===== config.mk =====
export PLATFORM = sky130hd
export DESIGN_NAME = trimmed_mean_sampler_flat
export DESIGN_NICKNAME = d
export VERILOG_FILES = /design/src/tms_pkg.sv /design/src/tms_sample_if.sv /design/src/tms_result_if.sv /design/src/tms_count_if.sv /design/src/tms_front.sv /design/src/tms_queue.sv /design/src/tms_back.sv /design/src/trimmed_mean_sampler.sv /design/src/flat_wrapper.sv
export SDC_FILE = /design/constraint.sdc
export NUM_CORES = 1
export LEC_CHECK = 0
export BUFFER_PORTS_ARGS = -buffer_cell sky130_fd_sc_hd__buf_2
export CORE_ASPECT_RATIO = 1.25
export CORE_MARGIN = 2
export CORE_UTILIZATION = 48
export CTS_CLUSTER_DIAMETER = 50
export DETAILED_ROUTE_END_ITERATION = 7
export PLACE_DENSITY_LB_ADDON = 0.08
export SYNTH_ARGS = -nofsm -noshare
export SYNTH_HDL_FRONTEND = slang
export SYNTH_SLANG_ARGS = --single-unit

===== constraint.sdc =====
create_clock -name clk -period 4.7 [get_ports clk]
set_input_delay 1.175 -clock clk [delete_from_list [all_inputs] [get_ports clk]]
set_output_delay 1.175 -clock clk [all_outputs]
set_load 0.05 [all_outputs]

===== src/tms_pkg.sv =====
// Package for the trimmed mean sampler: widths, limits, the job record passed from
// the front end to the divider, and the divider state type.
// No dependencies.
package tms_pkg;

    localparam int SAMPLE_BITS  = 10;
    localparam int COUNT_BITS   = 8;
    localparam int MAX_COUNT    = 255;
    localparam int SUM_BITS     = 18;
    localparam int MIN_COUNT    = 3;
    localparam int TRIM_COUNT   = 2;
    localparam int COUNT_RESET  = 8;
    localparam int QUEUE_DEPTH  = 2;
    localparam int QPTR_BITS    = $clog2(QUEUE_DEPTH);
    localparam int QCNT_BITS    = $clog2(QUEUE_DEPTH + 1);
    localparam int DIV_STEPS    = SUM_BITS;
    localparam int STEP_BITS    = $clog2(DIV_STEPS);

    typedef logic [SAMPLE_BITS-1:0] sample_t;
    typedef logic [COUNT_BITS-1:0]  count_t;
    typedef logic [SUM_BITS-1:0]    sum_t;

    typedef struct packed {
        logic   error;
        sum_t   trimmed;
        count_t divisor;
    } job_t;

    typedef struct packed {
        logic full;
        logic empty;
    } queue_status_t;

    typedef enum logic [1:0] {
        BACK_IDLE,
        BACK_DIVIDE,
        BACK_OUTPUT
    } back_state_t;

endpackage


===== src/tms_sample_if.sv =====
// Sample channel of the trimmed mean sampler.
// Depends on tms_pkg.
interface tms_sample_if
    import tms_pkg::*;
();
    logic    valid;
    logic    ready;
    sample_t sample;

    modport source (output valid, output sample, input ready);
    modport sink (input valid, input sample, output ready);
endinterface


===== src/tms_result_if.sv =====
// Result channel of the trimmed mean sampler.
// Depends on tms_pkg.
interface tms_result_if
    import tms_pkg::*;
();
    logic    valid;
    logic    ready;
    sample_t average;
    logic    error;

    modport source (output valid, output average, output error, input ready);
    modport sink (input valid, input average, input error, output ready);
endinterface


===== src/tms_count_if.sv =====
// Configuration write channel carrying the batch sample count.
// Depends on tms_pkg.
interface tms_count_if
    import tms_pkg::*;
();
    logic   valid;
    logic   ready;
    count_t sample_count;

    modport source (output valid, output sample_count, input ready);
    modport sink (input valid, input sample_count, output ready);
endinterface


===== src/tms_front.sv =====
// Front end: takes sample beats, keeps the batch sum and extremes and issues a job
// at the end of each batch or on a bad count. Depends on tms_pkg and the interfaces.
module tms_front
    import tms_pkg::*;
(
    input  logic          clk,
    input  logic          rst_n,
    tms_count_if.sink     cfg,
    tms_sample_if.sink    samples,
    input  queue_status_t qstat,
    output logic          push,
    output job_t          push_job
);

    count_t  count_reg, count_next;
    count_t  seen_reg, seen_next;
    sum_t    sum_reg, sum_next;
    sample_t min_reg, min_next;
    sample_t max_reg, max_next;

    logic    accept;
    sample_t upd_min, upd_max;
    sum_t    upd_sum;
    count_t  upd_seen;

    assign cfg.ready     = 1'b1;
    assign samples.ready = !qstat.full && !cfg.valid;
    assign accept        = samples.valid && samples.ready;

    always_comb
    begin
        upd_seen = seen_reg + count_t'(1);
        upd_sum  = sum_reg + sum_t'(samples.sample);
        if (seen_reg == '0)
        begin
            upd_min = samples.sample;
            upd_max = samples.sample;
        end
        else
        begin
            upd_min = (samples.sample < min_reg) ? samples.sample : min_reg;
            upd_max = (samples.sample > max_reg) ? samples.sample : max_reg;
        end
    end

    always_comb
    begin
        count_next       = count_reg;
        seen_next        = seen_reg;
        sum_next         = sum_reg;
        min_next         = min_reg;
        max_next         = max_reg;
        push             = 1'b0;
        push_job.error   = 1'b0;
        push_job.trimmed = upd_sum - sum_t'(upd_min) - sum_t'(upd_max);
        push_job.divisor = count_reg - count_t'(TRIM_COUNT);
        priority if (cfg.valid)
        begin
            count_next = cfg.sample_count;
            seen_next  = '0;
            sum_next   = '0;
            min_next   = '0;
            max_next   = '0;
        end
        else if (accept)
        begin
            if (count_reg < count_t'(MIN_COUNT))
            begin
                push           = 1'b1;
                push_job.error = 1'b1;
                seen_next      = '0;
                sum_next       = '0;
                min_next       = '0;
                max_next       = '0;
            end
            else if (upd_seen == count_reg)
            begin
                push      = 1'b1;
                seen_next = '0;
                sum_next  = '0;
                min_next  = '0;
                max_next  = '0;
            end
            else
            begin
                seen_next = upd_seen;
                sum_next  = upd_sum;
                min_next  = upd_min;
                max_next  = upd_max;
            end
        end
    end

    always_ff @(posedge clk or negedge rst_n)
    begin
        if (!rst_n)
        begin
            count_reg <= count_t'(COUNT_RESET);
            seen_reg  <= '0;
            sum_reg   <= '0;
            min_reg   <= '0;
            max_reg   <= '0;
        end
        else
        begin
            count_reg <= count_next;
            seen_reg  <= seen_next;
            sum_reg   <= sum_next;
            min_reg   <= min_next;
            max_reg   <= max_next;
        end
    end

endmodule


===== src/tms_queue.sv =====
// Short job queue between the front end and the divider.
// Depends on tms_pkg.
module tms_queue
    import tms_pkg::*;
(
    input  logic          clk,
    input  logic          rst_n,
    input  logic          push,
    input  job_t          push_job,
    input  logic          pop,
    output job_t          head_job,
    output queue_status_t qstat
);

    job_t                 slot_reg [QUEUE_DEPTH];
    logic [QPTR_BITS-1:0] wr_ptr_reg, wr_ptr_next;
    logic [QPTR_BITS-1:0] rd_ptr_reg, rd_ptr_next;
    logic [QCNT_BITS-1:0] fill_reg, fill_next;
    logic                 do_push, do_pop;

    assign qstat.full  = (fill_reg == QCNT_BITS'(QUEUE_DEPTH));
    assign qstat.empty = (fill_reg == '0);
    assign do_push     = push && !qstat.full;
    assign do_pop      = pop && !qstat.empty;
    assign head_job    = slot_reg[rd_ptr_reg];

    always_comb
    begin
        wr_ptr_next = wr_ptr_reg;
        rd_ptr_next = rd_ptr_reg;
        fill_next   = fill_reg;
        if (do_push)
        begin
            wr_ptr_next = (wr_ptr_reg == QPTR_BITS'(QUEUE_DEPTH - 1)) ? '0
                        : wr_ptr_reg + QPTR_BITS'(1);
        end
        if (do_pop)
        begin
            rd_ptr_next = (rd_ptr_reg == QPTR_BITS'(QUEUE_DEPTH - 1)) ? '0
                        : rd_ptr_reg + QPTR_BITS'(1);
        end
        unique case ({do_push, do_pop})
            2'b10:   fill_next = fill_reg + QCNT_BITS'(1);
            2'b01:   fill_next = fill_reg - QCNT_BITS'(1);
            default: fill_next = fill_reg;
        endcase
    end

    always_ff @(posedge clk)
    begin
        if (do_push)
        begin
            slot_reg[wr_ptr_reg] <= push_job;
        end
    end

    always_ff @(posedge clk or negedge rst_n)
    begin
        if (!rst_n)
        begin
            wr_ptr_reg <= '0;
            rd_ptr_reg <= '0;
            fill_reg   <= '0;
        end
        else
        begin
            wr_ptr_reg <= wr_ptr_next;
            rd_ptr_reg <= rd_ptr_next;
            fill_reg   <= fill_next;
        end
    end

endmodule


===== src/tms_back.sv =====
// Back end: takes jobs from the queue, runs a one-bit-per-cycle restoring divider
// and holds the result beat until it is taken. Depends on tms_pkg and tms_result_if.
module tms_back
    import tms_pkg::*;
(
    input  logic          clk,
    input  logic          rst_n,
    input  job_t          head_job,
    input  queue_status_t qstat,
    output logic          pop,
    tms_result_if.source  results
);

    back_state_t          state_reg, state_next;
    sum_t                 quo_reg;
    count_t               rem_reg;
    count_t               div_reg;
    logic [STEP_BITS-1:0] step_reg;
    logic                 err_reg;
    logic [COUNT_BITS:0]  partial;
    logic                 fits;
    logic                 last_step;

    assign partial   = {rem_reg, quo_reg[SUM_BITS-1]};
    assign fits      = (partial >= {1'b0, div_reg});
    assign last_step = (step_reg == STEP_BITS'(DIV_STEPS - 1));

    always_comb
    begin
        state_next = state_reg;
        unique case (state_reg)
            BACK_IDLE:
            begin
                if (!qstat.empty)
                begin
                    state_next = head_job.error ? BACK_OUTPUT : BACK_DIVIDE;
                end
            end
            BACK_DIVIDE:
            begin
                if (last_step)
                begin
                    state_next = BACK_OUTPUT;
                end
            end
            BACK_OUTPUT:
            begin
                if (results.ready)
                begin
                    state_next = BACK_IDLE;
                end
            end
            default: state_next = BACK_IDLE;
        endcase
    end

    always_comb
    begin
        pop             = (state_reg == BACK_IDLE) && !qstat.empty;
        results.valid   = (state_reg == BACK_OUTPUT);
        results.error   = err_reg;
        results.average = err_reg ? '0 : quo_reg[SAMPLE_BITS-1:0];
    end

    always_ff @(posedge clk)
    begin
        if (pop)
        begin
            quo_reg  <= head_job.trimmed;
            rem_reg  <= '0;
            div_reg  <= head_job.divisor;
            step_reg <= '0;
            err_reg  <= head_job.error;
        end
        else if (state_reg == BACK_DIVIDE)
        begin
            quo_reg  <= {quo_reg[SUM_BITS-2:0], fits};
            rem_reg  <= fits ? COUNT_BITS'(partial - {1'b0, div_reg})
                             : partial[COUNT_BITS-1:0];
            step_reg <= step_reg + STEP_BITS'(1);
        end
    end

    always_ff @(posedge clk or negedge rst_n)
    begin
        if (!rst_n)
        begin
            state_reg <= BACK_IDLE;
        end
        else
        begin
            state_reg <= state_next;
        end
    end

endmodule


===== src/trimmed_mean_sampler.sv =====
// Trimmed mean sampler: top level joining front end, job queue and divider.
// Depends on tms_pkg, the channel interfaces, tms_front, tms_queue and tms_back.
//
// Samples are taken one beat per cycle while the job queue has room and no count
// write is offered; a sample that does not close a batch is absorbed in that cycle.
// The closing sample of a batch becomes a job for the divider, which loads it from
// the queue, divides and then presents the result until it is taken. With a count
// below three each sample gives an error beat, which skips the division. A two-entry
// job queue lets sampling continue while the divider works or a result waits to be
// taken. Writing the count restarts the batch.
module trimmed_mean_sampler
    import tms_pkg::*;
(
    input  logic         clk,
    input  logic         rst_n,
    tms_count_if.sink    cfg,
    tms_sample_if.sink   samples,
    tms_result_if.source results
);

    queue_status_t qstat;
    logic          push;
    logic          pop;
    job_t          push_job;
    job_t          head_job;

    tms_front u_front (
        .clk      (clk),
        .rst_n    (rst_n),
        .cfg      (cfg),
        .samples  (samples),
        .qstat    (qstat),
        .push     (push),
        .push_job (push_job)
    );

    tms_queue u_queue (
        .clk      (clk),
        .rst_n    (rst_n),
        .push     (push),
        .push_job (push_job),
        .pop      (pop),
        .head_job (head_job),
        .qstat    (qstat)
    );

    tms_back u_back (
        .clk      (clk),
        .rst_n    (rst_n),
        .head_job (head_job),
        .qstat    (qstat),
        .pop      (pop),
        .results  (results)
    );

endmodule


===== src/flat_wrapper.sv =====
// flat-port wrapper written by rule: the top's interface ports become plain ports
module trimmed_mean_sampler_flat import tms_pkg::*;
  (clk, rst_n, cfg_valid, cfg_sample_count, cfg_ready, samples_valid, samples_sample, samples_ready, results_valid, results_average, results_error, results_ready);
  tms_count_if cfg_i ();
  tms_sample_if samples_i ();
  tms_result_if results_i ();
  input  logic clk;
  input  logic rst_n;
  input wire logic [$bits(cfg_i.valid)-1:0] cfg_valid;
  input wire logic [$bits(cfg_i.sample_count)-1:0] cfg_sample_count;
  output wire logic [$bits(cfg_i.ready)-1:0] cfg_ready;
  input wire logic [$bits(samples_i.valid)-1:0] samples_valid;
  input wire logic [$bits(samples_i.sample)-1:0] samples_sample;
  output wire logic [$bits(samples_i.ready)-1:0] samples_ready;
  output wire logic [$bits(results_i.valid)-1:0] results_valid;
  output wire logic [$bits(results_i.average)-1:0] results_average;
  output wire logic [$bits(results_i.error)-1:0] results_error;
  input wire logic [$bits(results_i.ready)-1:0] results_ready;
  assign cfg_i.valid = cfg_valid;
  assign cfg_i.sample_count = cfg_sample_count;
  assign cfg_ready = cfg_i.ready;
  assign samples_i.valid = samples_valid;
  assign samples_i.sample = samples_sample;
  assign samples_ready = samples_i.ready;
  assign results_valid = results_i.valid;
  assign results_average = results_i.average;
  assign results_error = results_i.error;
  assign results_i.ready = results_ready;
  trimmed_mean_sampler u_core (.clk(clk), .rst_n(rst_n), .cfg(cfg_i), .samples(samples_i), .results(results_i));
endmodule

==> results.py, run 1 <==
metrics = {
    "power": {
        "p_switching_uw": 3110,
        "max-vdd-ir-drop_mv": 0.382,
        "swShare_pct": 39.0,
        "p_total_uw": 7970,
        "combinationalPowerShare_pct": 53.0,
        "p_per_area_mw_per_mm2": 745,
        "pwr-share-seq_pct": 28.2,
        "p_leak_uw": 0.00454,
        "power_frac_clock_pct": 18.8,
        "p_int_uw": 4860,
    },
    "floorplanning": {
        "ios": 37,
        "start_util_pct": 48.8,
        "die_width_um": 125,
        "fp.coreArea_mm2": 0.0180,
        "rows": 55,
        "die_area_mm2": 0.0194,
        "die_y_um": 155,
    },
    "global_route": {
        "grtUsageTotal_pct": 20.5,
        "met2_usage_pct": 37.0,
        "busiest_layer": "met2",
        "antenna_found_initial": 0,
        "grt_pass1_wl_um": 32100,
        "grt_max_degree": 43,
        "grt-ovfl-total": 0,
        "use_met3_pct": 3.95,
        "grt_pass1_vias": 6466,
        "use_met1_pct": 25.2,
    },
    "yosys": {
        "synth_area_leader_cell": "edfxtp_1",
        "syn_inst": 830,
        "ys_ff_latch": 154,
        "yosysSeqAreaShare_pct": 47.7,
        "synth_common_cells": "82 x o21ai_0, 81 x edfxtp_1, 76 x nand2_1",
        "syn_area_mm2": 0.00880,
        "yosys_warnings": 0,
        "netlist.area_leader.share_pct": 27.6,
        "async_flop_share_pct": 39.0,
        "synth.most_common_cell": "o21ai_0",
        "postSynthAreaPerCell_um2": 10.6,
        "synth_edf_count": 81,
        "synth_fp_nets": 919,
        "yosys-top-cells-area": "edfxtp_1 28%, dfrtp_1 17%, ha_1 7.7%, o21ai_0 4.7%, xnor2_1 3.7%",
        "synthFlopType": "edfxtp_1",
        "yosysUniqueCellTypes": 69,
    },
    "clocking": {
        "cts.clk_slew.worst_paths_ns": 0.06,
        "cts_tree": "done",
        "cts.htree.levels": 4,
        "clk_path_buf_depth": 2,
        "cts_buffers": 17,
        "postCtsHoldBufs": 0,
        "cts_num_sinks": 154,
        "root_buffer": "clkbuf_16",
        "insertion_delay_ns": 0.43,
    },
    "sta": {
        "worstMarginPinSlew_ns": 1.04,
        "slew_viol_final": 0,
        "fin_setup_tns_ns": -0.0529,
        "rsz0062_at_grt": "yes",
        "maxSlewHeadroom_pct": 30.4,
        "setup_viol": 2,
        "timing.fmax_ghz": 0.211,
        "finalHoldViolCount": 0,
        "fin_worst_skew_ns": 0.0161,
        "finalCritPeriodShare_pct": 101,
        "period_needed_ns": 4.73,
        "setup_ws_ns": -0.0296,
    },
    "routing": {
        "wire_per_inst_um": 16.6,
        "dr.pass1.iters": 5,
        "via_per_inst": 5.40,
        "wl_um": 19400,
        "drc": 0,
        "first_iter_violations": 398,
        "dr_total_vias": 6315,
        "antenna_left": 0,
    },
    "layout": {
        "largest_reg_flops": 54,
        "layout-drive-gt1-share_pct": 23.8,
        "area_delta_synth_final_pct": 21.5,
        "diodes": 0,
        "nets": 1017,
    },
    "setup_path": {
        "slowest_delay_ns": 0.35,
        "r2r_start": "u_core.u_front.seen_reg[5]",
        "crit_chain": "buf_2 > ha_2 > a21o_1 > a2111oi_2 > o21ai_1 > and4bb_2 > nor2_4 > mux2_4 > fa_2 > inv_2 > ha_4 > a21o_1 > a21oi_2 > nor2_1 > o21a_1 > o41ai_4 > o21ai_2 > nor4b_2 > xnor2_1",
        "crit_top_cell": "a21o_1",
        "endpoint_kind": "register",
        "cp.required_ns": 4.86,
        "cp_slowest_cell": "fa_2",
        "worstSetupStartpointType": "input port",
        "worstSetupStartpoint": "samples_sample[3]",
        "worstSetupPathType": "input port to register",
        "crit_fanout": 4,
        "worst-r2r-cell-count": 17,
        "crit_arrival_ns": 4.89,
    },
    "min_path": {
        "hold_class": "register to register",
        "min_from": "u_core.u_front.sum_reg[0]",
        "hold_depth": 2,
    },
    "run_status": {
        "status": "finished, violations left",
        "failed_checks": "setup timing",
    },
    "placement": {
        "place.gp.congestion": 0.903,
        "portBuffers": 35,
        "hpwl_um": 14000,
    },
    "flow_run": {
        "drv_cap": 0,
    },
}
## power by group through the flow
| stage | logic, µW | registers [µW] | clock network, µW |
|---|---|---|---|
| final | 4220 | 2250 | 1490 |
| after global routing | 4690 | 2290 | 1580 |
| after CTS | 4140 | 2250 | 1530 |
| after detailed placement | 3990 | 2280 | 0 |
| after global placement | 3880 | 2270 | 0 |
| after floorplan | 2830 | 2210 | 0 |
## metrics by stage
step	hold WS, ns	setup WS [ns]	instances	area (µm²)	util, %
3_5_place_dp	0.480	-0.600	1131	9790	54.3
5_1_grt	0.516	-0.206	1169	10700	59.3
6_report	0.489	-0.0296	1169	10700	59.3
2_1_floorplan	0.454	-0.358	830	8960	-
4_1_cts	0.495	-0.00581	1168	10600	58.5
3_3_place_gp	0.470	-0.483	1131	9790	54.3
## what timing repair did
item / CTS / global route
setup endpoints to repair: 12 / 18
gates resized for setup: 16 / 33
pin swaps: 9 / 14
setup buffers: 5 / 2
## path summary, 6_finish.rpt
| path | to | slack [ns] |
|---|---|---|
| worst min-delay path | u_core.u_front.sum_reg[0] | 0.49 |
| worst max-delay path | u_core.u_queue.slot_reg[0][25] | -0.03 |
| worst max register to register | u_core.u_queue.slot_reg[0][25] | 0.18 |
| worst min register to register | u_core.u_front.sum_reg[0] | 0.49 |
| min in group asynchronous | u_core.u_queue.wr_ptr_reg | 0.93 |
| max in group asynchronous | u_core.u_front.sum_reg[9] | 2.91 |
## cell type report
| type | count | area (µm²) |
|---|---|---|
| repair buffers | 112 | 790 |
| clock buffers | 17 | 425 |
| multi-input cells | 571 | 4510 |
| clock inverters | 15 | 211 |
| well taps | 228 | 285 |
| fillers | 1496 | 7340 |
| inverters | 72 | 270 |
| flip-flops and latches | 154 | 4200 |
## worst max-delay path: cells and delay by family
family                     cells  cell delay, ns
AOI/OAI and AO/OA              8            1.57
buffers and inverters          2            0.20
adders and majority gates      3            0.72
xor gates and xnor gates       1            0.12
and+or+nand+nor                4            0.77
muxes                          1            0.32
## routing by layer
layer / wire [µm] / up-vias
li1: - / 3144
met3: 555 / 29
met2: 10000 / 102
met1: 8500 / 3040
met5: 0 / -
met4: 297 / 0
## layout by cell type (no fill, tap or decap), types with 7 or more instances in the layout
cell type,Yosys,final
mux2i_1,25,25
a22o_1,22,22
nand3_1,20,18
xnor2_1,37,37
fa_1,12,10
nor2b_1,18,18
buf_6,2,7
edfxtp_1,81,81
nor2_1,34,28
a21oi_1,35,25
inv_1,72,67
a21oi_2,0,9
dfrtp_1,59,59
mux2_2,16,14
o21ai_1,1,7
a21o_1,14,13
buf_2,5,34
nand4_1,8,8
clkbuf_16,0,17
o21ai_0,82,70
xor2_1,21,19
nand2_1,76,76
buf_4,3,70
ha_4,0,12
dfxtp_1,13,13
and2_1,7,7
nor3_1,9,9
ha_1,54,41
## cells by family (layout without fill, tap and decap cells)
group | count (synthesis) | after routing | synth area share [%]
adders and majority gates | 67 | 67 | 10.5
xor gates and xnor gates | 58 | 58 | 5.77
DFF | 154 | 154 | 47.7
AOI/OAI and AO/OA | 198 | 198 | 14.5
buffers and inverters | 105 | 216 | 4.86
other | 1 | 1 | 0.0426
muxes | 42 | 42 | 5.02
and+or+nand+nor | 205 | 205 | 11.6
No activity file was read; power rests on OpenSTA's default activity.
==> run 2: changes to the inputs <==
Settings changed: CELL_PAD_IN_SITES_DETAIL_PLACEMENT set to 1, CELL_PAD_IN_SITES_GLOBAL_PLACEMENT set to 2, CORE_UTILIZATION 48 to 38.
==> run 2 against run 1 <==
Net effect: the run ends with DRC, setup timing left; worst hold slack better by 0.0023 ns; first-iteration DRC count fell by 43%; flip-flop and latch count is the same; register-to-register slack worse by 0.11 ns; clock power decreased by 7%; total power grew 3.4%; final cell count grew 5.6%; critical path type unchanged; largest cell class unchanged.
==> results.py, run 2 (same netlist as run 1, synthesis figures left out) <==
metrics = {
    "run_status": {
        "status": "finished, violations left",
        "failed_checks": "DRC, setup timing",
    },
    "clocking": {
        "cts.clk_slew.worst_paths_ns": 0.07,
        "insertion_delay_ns": 0.43,
        "cts_buffers": 17,
        "root_buffer": "clkbuf_16",
        "postCtsHoldBufs": 0,
        "cts_tree": "done",
        "clk_path_buf_depth": 2,
        "cts_num_sinks": 154,
        "cts.htree.levels": 4,
    },
    "power": {
        "max-vdd-ir-drop_mv": 0.341,
        "p_leak_uw": 0.00456,
        "p_per_area_mw_per_mm2": 760,
    },
    "setup_path": {
        "cp_slowest_cell": "fa_2",
        "crit_fanout": 4,
        "worstSetupStartpoint": "samples_sample[4]",
        "worstSetupPathType": "input port to register",
        "cp_num_buf_inv": 3,
        "crit_arrival_ns": 4.99,
        "endpoint_kind": "register",
        "slowest_delay_ns": 0.34,
        "cp.required_ns": 4.87,
        "crit_chain": "buf_6 > ha_4 > a21o_1 > a2111oi_4 > o21ai_1 > and4bb_2 > nor2_4 > mux2_4 > fa_2 > inv_2 > ha_4 > a21o_1 > a21oi_2 > nor2_1 > o21a_1 > o41ai_4 > o21ai_2 > buf_4 > nor3b_4 > xnor2_1",
        "r2r_start": "u_core.u_front.seen_reg[5]",
        "critPathTopFamily": "compound AO/OA/AOI/OAI gates",
        "worstSetupStartpointType": "input port",
    },
    "floorplanning": {
        "rows": 62,
        "fp.coreArea_mm2": 0.0229,
        "start_util_pct": 38.4,
        "die_y_um": 174,
        "die_area_mm2": 0.0244,
        "ios": 37,
        "die_width_um": 140,
    },
    "global_route": {
        "grt_max_degree": 41,
        "grtUsageTotal_pct": 18.8,
        "antenna_found_initial": 0,
        "grt-ovfl-total": 0,
        "grt_pass1_wl_um": 36400,
        "grt_pass1_vias": 7068,
    },
    "layout": {
        "nets": 1023,
        "diodes": 0,
        "area_delta_synth_final_pct": 23.2,
        "layout_common_cells": "81 x edfxtp_1, 79 x buf_4, 74 x nand2_1, 70 x o21ai_0, 66 x inv_1",
        "largest_reg_flops": 54,
        "fin_cells": 1235,
        "layout-drive-gt1-share_pct": 25.0,
        "layout_commonest_cell": "edfxtp_1",
    },
    "sta": {
        "setup_viol": 6,
        "maxSlewHeadroom_pct": 27.4,
        "setup_ws_ns": -0.125,
        "fin_setup_tns_ns": -0.366,
        "finalHoldViolCount": 0,
        "finalCritPeriodShare_pct": 103,
        "fin_worst_skew_ns": 0.0253,
        "slew_viol_final": 0,
        "period_needed_ns": 4.82,
        "worstMarginPinSlew_ns": 1.09,
        "timing.fmax_ghz": 0.207,
        "rsz0062_at_grt": "yes",
    },
    "routing": {
        "wl_um": 22200,
        "wire_per_inst_um": 18.0,
        "antenna_left": 0,
        "first_iter_violations": 227,
        "drc": 2,
        "via_per_inst": 5.21,
        "dr_total_vias": 6438,
        "dr.pass1.iters": 8,
    },
    "placement": {
        "hpwl_um": 16600,
        "pre_cts_ws_ns": -0.700,
        "place.gp.congestion": 0.828,
        "portBuffers": 35,
        "dp_cells": 1194,
    },
    "min_path": {
        "min_from": "u_core.u_front.sum_reg[7]",
        "hold_class": "register to register",
    },
    "flow_run": {
        "drv_cap": 0,
    },
}
[run 2: final timing paths]
| path | cells after the start | to | slack, ns |
|---|---|---|---|
| hold reg to reg | 2 | u_core.u_front.sum_reg[7] | 0.49 |
| max in group asynchronous | 2 | u_core.u_front.count_reg[3] | 2.94 |
| hold / removal | 2 | u_core.u_front.sum_reg[7] | 0.49 |
| min in group asynchronous | 1 | u_core.u_front.max_reg[6] | 0.78 |
| setup / recovery | 20 | u_core.u_queue.slot_reg[1][23] | -0.12 |
| setup reg to reg | 18 | u_core.u_queue.slot_reg[1][23] | 0.07 |
[run 2: cell type report]
type,instances,area (µm²)
fillers,2517,12000
multi-input cells,571,4580
flip-flops and latches,154,4200
repair buffers,118,847
clock buffers,18,429
well taps,288,360
inverters,72,270
clock inverters,14,160
[run 2: where the power goes]
part           internal, µW  switching [µW]
combinational          2070            2540
sequential             2050             180
clock                   796             598
[run 2: timing repair]
action | CTS | global route
buffers inserted | 4 | 8
gates resized for setup | 30 | 28
pin swaps | 15 | 18
setup endpoints to repair | 16 | 18
[run 2: worst reg2reg max path, delay by kind of cell, from the launching register on]
family,cells,cell delay (ns)
buffers and inverters,3,0.45
flip-flops,1,0.38
AND/OR/NAND/NOR,6,1.53
multiplexers,1,0.33
AO/OA/AOI/OAI,5,1.01
XOR/XNOR,1,0.12
adder cells (fa/ha/maj),2,0.54
[run 2: routing by layer]
metal / up-vias / part of all wire (%) / global-route usage, %
li1: 3154 / - / -
met1: 3208 / 45 / 22.9
met2: 55 / 52 / 34.3
met3: 21 / 1.6 / 2.98
met4: 0 / 1.5 / 5.35
met5: - / 0 / 0
[run 2: through the flow]
step / area [µm²] / utilization (%) / total power, µW / hold WS, ns
2_1_floorplan: 8960 / - / 5050 / 0.454
3_3_place_gp: 9910 / 43.3 / 6300 / 0.469
3_5_place_dp: 9910 / 43.3 / 6490 / 0.478
4_1_cts: 10700 / 46.7 / 8090 / 0.496
5_1_grt: 10800 / 47.4 / 8860 / 0.516
6_report: 10800 / 47.4 / 8240 / 0.491
